## src/rtl/dsq_mod.sv

```systemverilog
// sequential 48-bit by 32-bit remainder unit, one quotient bit per cycle
// depends on nothing outside itself
module dsq_mod (
  input  logic        clk,
  input  logic        rst_n,
  input  logic        start,
  input  logic [47:0] dividend,
  input  logic [31:0] divisor,
  output logic        done,
  output logic [31:0] rem
);

  logic [31:0] rem_r, rem_nxt;
  logic [47:0] sh_r, sh_nxt;
  logic [5:0]  cnt_r, cnt_nxt;
  logic        busy_r, busy_nxt;
  logic        done_r, done_nxt;
  logic [31:0] dv_r, dv_nxt;
  logic [32:0] trial;
  logic [32:0] diff;

  always_comb begin
    rem_nxt = rem_r;
    sh_nxt = sh_r;
    cnt_nxt = cnt_r;
    busy_nxt = busy_r;
    done_nxt = 1'b0;
    dv_nxt = dv_r;
    trial = {rem_r, sh_r[47]};
    diff = trial - {1'b0, dv_r};
    if (start) begin
      rem_nxt = '0;
      sh_nxt = dividend;
      cnt_nxt = 6'd48;
      busy_nxt = 1'b1;
      dv_nxt = divisor;
    end else if (busy_r) begin
      // partial remainder stays below the divisor, so 32 bits hold it
      if (trial >= {1'b0, dv_r}) rem_nxt = diff[31:0];
      else rem_nxt = trial[31:0];
      sh_nxt = {sh_r[46:0], 1'b0};
      cnt_nxt = cnt_r - 6'd1;
      if (cnt_r == 6'd1) begin
        busy_nxt = 1'b0;
        done_nxt = 1'b1;
      end
    end
  end

  always_ff @(posedge clk) begin
    if (!rst_n) begin
      busy_r <= 1'b0;
      done_r <= 1'b0;
      cnt_r <= '0;
    end else begin
      busy_r <= busy_nxt;
      done_r <= done_nxt;
      cnt_r <= cnt_nxt;
    end
    rem_r <= rem_nxt;
    sh_r <= sh_nxt;
    dv_r <= dv_nxt;
  end

  assign done = done_r;
  assign rem = rem_r;

endmodule

```

## config.mk

```make
export PLATFORM = sky130hd
export DESIGN_NAME = dsq_mod
export DESIGN_NICKNAME = d
export VERILOG_FILES = /design/src/rtl/dsq_mod.sv
export SDC_FILE = /design/constraint.sdc
export NUM_CORES = 1
export LEC_CHECK = 0
export ABC_AREA = 1
export BUFFER_PORTS_ARGS = -buffer_cell sky130_fd_sc_hd__buf_2
export CAP_MARGIN = 20
export CELL_PAD_IN_SITES_DETAIL_PLACEMENT = 0
export CELL_PAD_IN_SITES_GLOBAL_PLACEMENT = 1
export CORE_ASPECT_RATIO = 1.1
export CORE_MARGIN = 8
export CORE_UTILIZATION = 40
export CTS_BUF_LIST = sky130_fd_sc_hd__clkbuf_4
export DETAILED_ROUTE_END_ITERATION = 8
export HOLD_SLACK_MARGIN = 0.08
export MAX_ROUTING_LAYER = met4
export PLACE_DENSITY = 0.78
export SLEW_MARGIN = 10
export SYNTH_ARGS = -nofsm -noshare
export SYNTH_HDL_FRONTEND = slang
export SYNTH_SLANG_ARGS = --single-unit
export TNS_END_PERCENT = 5
```

## constraint.sdc

```tcl
create_clock -name clk -period 8.9 [get_ports clk]
set_clock_uncertainty 0.15 [all_clocks]
set_input_delay 1.335 -clock clk [delete_from_list [all_inputs] [get_ports clk]]
set_output_delay 1.335 -clock clk [all_outputs]
set_load 0.02 [all_outputs]
```

==> summary.txt <==
Outcome
  – Outcome: finished clean

Drt
  – Routed WL: 20.0 mm
  – Antenna Nets Post-Route: 0
  – Post-DR vias/cell: 4.54
  – Initial DRC count: 321
  – WL/cell: 13.8 microns
  – Vias: 6,585
  – DRT Pass-1 Iters: 8
  – DR DRC count: 0

Cells and area
  – Fillers: 2,043
  – Post-Layout Cell Count: 1,450
  – Commonest non-fill, non-tap cell in the layout: nand2_1
  – Fin nets: 1,306
  – Syn-to-layout area delta: 14.2%
  – Commonest non-fill, non-tap cells in the layout: nand2_1 (467), inv_1 (179), buf_2 (114)
  – Layout cells sized above 1: 15.7%

Critical path
  – Worst setup path startpoint: start
  – Worst path top cell family by delay: buffers and inverters
  – Startpoint Class: primary input
  – Worst setup EP type: register
  – Kind of critical path: primary input to register
  – Worst Path Arrival: 3260 ps
  – Crit path buf inv count: 5
  – Reg2reg start: rem[27]
  – Crit path required time: 8940 ps
  – Slowest stage delay, CP: 620 ps
  – CP max FO: 65
  – Worst-path cell chain: buf_4 > buf_4 > nor2_1 > buf_4 > inv_2 > buf_4
  – Slowest-stage cell, CP: buf_4
  – Critical path's most frequent cell: buf_4

Synthesis
  – Post-synth top flop: edfxtp_1
  – Top cell type's share of synthesized area: 31.6%
  – Seq/Total Area, Yosys: 42.1%
  – Post-synth EDFFs: 80
  – Synth async-reset ratio: 0%
  – Dominant cells by area after synthesis: edfxtp_1 (32%), nand2_1 (23%), dfxtp_1 (11%)
  – Cell accounting for the most synthesized area: edfxtp_1
  – Synth Cell Area: 7610 sq um
  – Yosys warns: 0
  – Post-Syn Instances: 1,075
  – Yosys cell types: 38
  – Synth Area per Inst: 7.08 sq um
  – Post-synthesis register bit count: 120
  – Post-synth net total: 1,193

Timing
  – Final Max Slew Viols: 0
  – Fin. Hold Viols: 0
  – Max transition margin: 35.8%
  – Final Critical Period: 3220 ps
  – Crit share post-route: 36.2%
  – # setup viols final: 0
  – FMAX: 311 MHz
  – RSZ-0062 raised after global routing: no
  – Slew @ Worst Pin: 961 ps
  – Setup tns final: 0 ps

Power
  – Design Power: 1.21 mW
  – Cell Int Power: 0.825 mW
  – Pleak: 4.74 nW
  – NetSw: 0.385 mW
  – Worst vdd ir: 0.0000680 V
  – Switching part of the total: 31.9%
  – Power share of the clock group: 34.0%
  – Reg power frac: 53.8%
  – Total power density per cell area: 139 nW/um^2
  – Comb pwr share: 12.1%

Flow run
  – Max Cap Viol: 0

Die
  – Initial Utilization: 40.3%
  – Core area: 18,900 sq um
  – I/O pin cnt: 116
  – Chip height: 161 microns
  – Full die area: 23,700 sq um
  – Die X: 148 microns
  – Num rows: 53

CTS
  – Cts repair resizes: 0
  – Hold buffers post-CTS: 0
  – CTS Buf Count: 17
  – Worst-Skew Late Latency: 570 ps
  – Post-CTS setup buffers: 0
  – Reg clk slew, reported paths: 130 ps
  – Max H-tree Level: 4
  – Clk sink count: 120
  – Longest Clk Path Bufs: 2
  – CTS tree: done
  – Root Driver: clkbuf_4

GRT
  – Largest net degree at the start of global routing: 66
  – Initial antenna violation count: 1
  – Vias in the first global route: 6,891
  – First-pass GRT wire length: 33.7 mm
  – GRT Total Usage: 18.1%
  – Total grt overflow: 0

Worst hold path
  – Hold crit path type: register to register
  – Hold path startpoint: rem[15]

Place
  – GP Congestion: 0.897
  – Post-Place Cells: 1,416
  – IO Port Bufs: 115
  – Post-DP HPWL: 15.0 mm
==> worst paths after layout <==
check / slack [ps] / end / cells after the start
max: 5680 / sh_r[33] / 6
min reg2reg: 340 / rem[15] / 2
min: 340 / rem[15] / 2
max reg2reg: 5750 / rem[14] / 10
==> stage by stage <==
| stage | util, % | area (sq um) | hold WS, ps | worst slack (ps) |
|---|---|---|---|---|
| finish | 46.0 | 8690 | 345 | 5680 |
| global route | 46.0 | 8690 | 366 | 5470 |
| CTS | 46.0 | 8690 | 344 | 5680 |
| detailed placement | 44.4 | 8390 | 325 | 5050 |
| global placement | 44.4 | 8390 | 325 | 5080 |
| floorplan | - | 7610 | 307 | 5090 |
==> Yosys cell counts (2+ instances only) <==
master    count
o21ai_1      11
ha_1         34
nand4_1       8
nand3b_1     14
edfxtp_1     80
o21bai_1      2
nand2_1     467
buf_1         2
nor2_1       49
buf_4         2
nand2_4       2
clkbuf_1     12
or2_2         2
nor3_1        4
o21a_1        2
xnor2_1      15
buf_2         6
nand3_1      75
nor2_2        6
a21oi_1      19
o21ai_0       4
nand3_2       8
a211oi_1      2
and2_1        4
a21oi_2       2
inv_1       180
inv_2         4
nand2_2       8
buf_6         3
dfxtp_1      40
==> metal layers <==
layer | global-route usage (%) | part of all wire [%] | up-vias
met3 | 4.02 | 4.6 | 19
met5 | - | 0 | -
li1 | - | - | 3555
met2 | 29.2 | 47 | 143
met4 | 6.03 | 1.6 | 0
met1 | 22.2 | 47 | 2868
==> cell families (layout without fill, tap and decap cells) <==
logic type	Yosys count	after routing	synth area share [%]
compound gates	43	43	3.14
xor+xnor	15	15	1.73
fa+ha+maj	35	35	5.85
buf+inv	211	337	11.0
flops	120	120	42.1
other cells	0	2	0
simple gates	651	651	36.1
==> tightest hold or removal path: stages, from the launching register on <==
cell     delay [ps]
dfxtp_1         360
nand2_1          70
nand2_1          40
==> registers in the layout, summed over array words and instances, names as in the netlist <==
register  flops
done          1
rem          32
sh_r         48
dv_r         32
busy_r        1
cnt_r         6
==> area by class of cell <==
type | count | area (sq um) | share of cell area [%]
Antenna cell | 2 | 5.00 | 0.0576
Clock buffer | 17 | 128 | 1.47
Clock inverter | 15 | 169 | 1.94
Inverter | 185 | 694 | 7.99
Multi-Input combinational cell | 744 | 3570 | 41.1
Sequential cell | 120 | 3200 | 36.9
Tap cell | 247 | 309 | 3.56
Timing Repair Buffer | 120 | 616 | 7.08
==> power groups by stage <==
| stage | combinational (mW) | sequential [mW] | clock (mW) |
|---|---|---|---|
| floorplan | 0.0981 | 0.661 | 0 |
| global placement | 0.147 | 0.664 | 0 |
| detailed placement | 0.149 | 0.663 | 0 |
| CTS | 0.149 | 0.652 | 0.427 |
| global route | 0.171 | 0.656 | 0.447 |
| finish | 0.147 | 0.651 | 0.412 |
(Power assumes the default switching activity.)
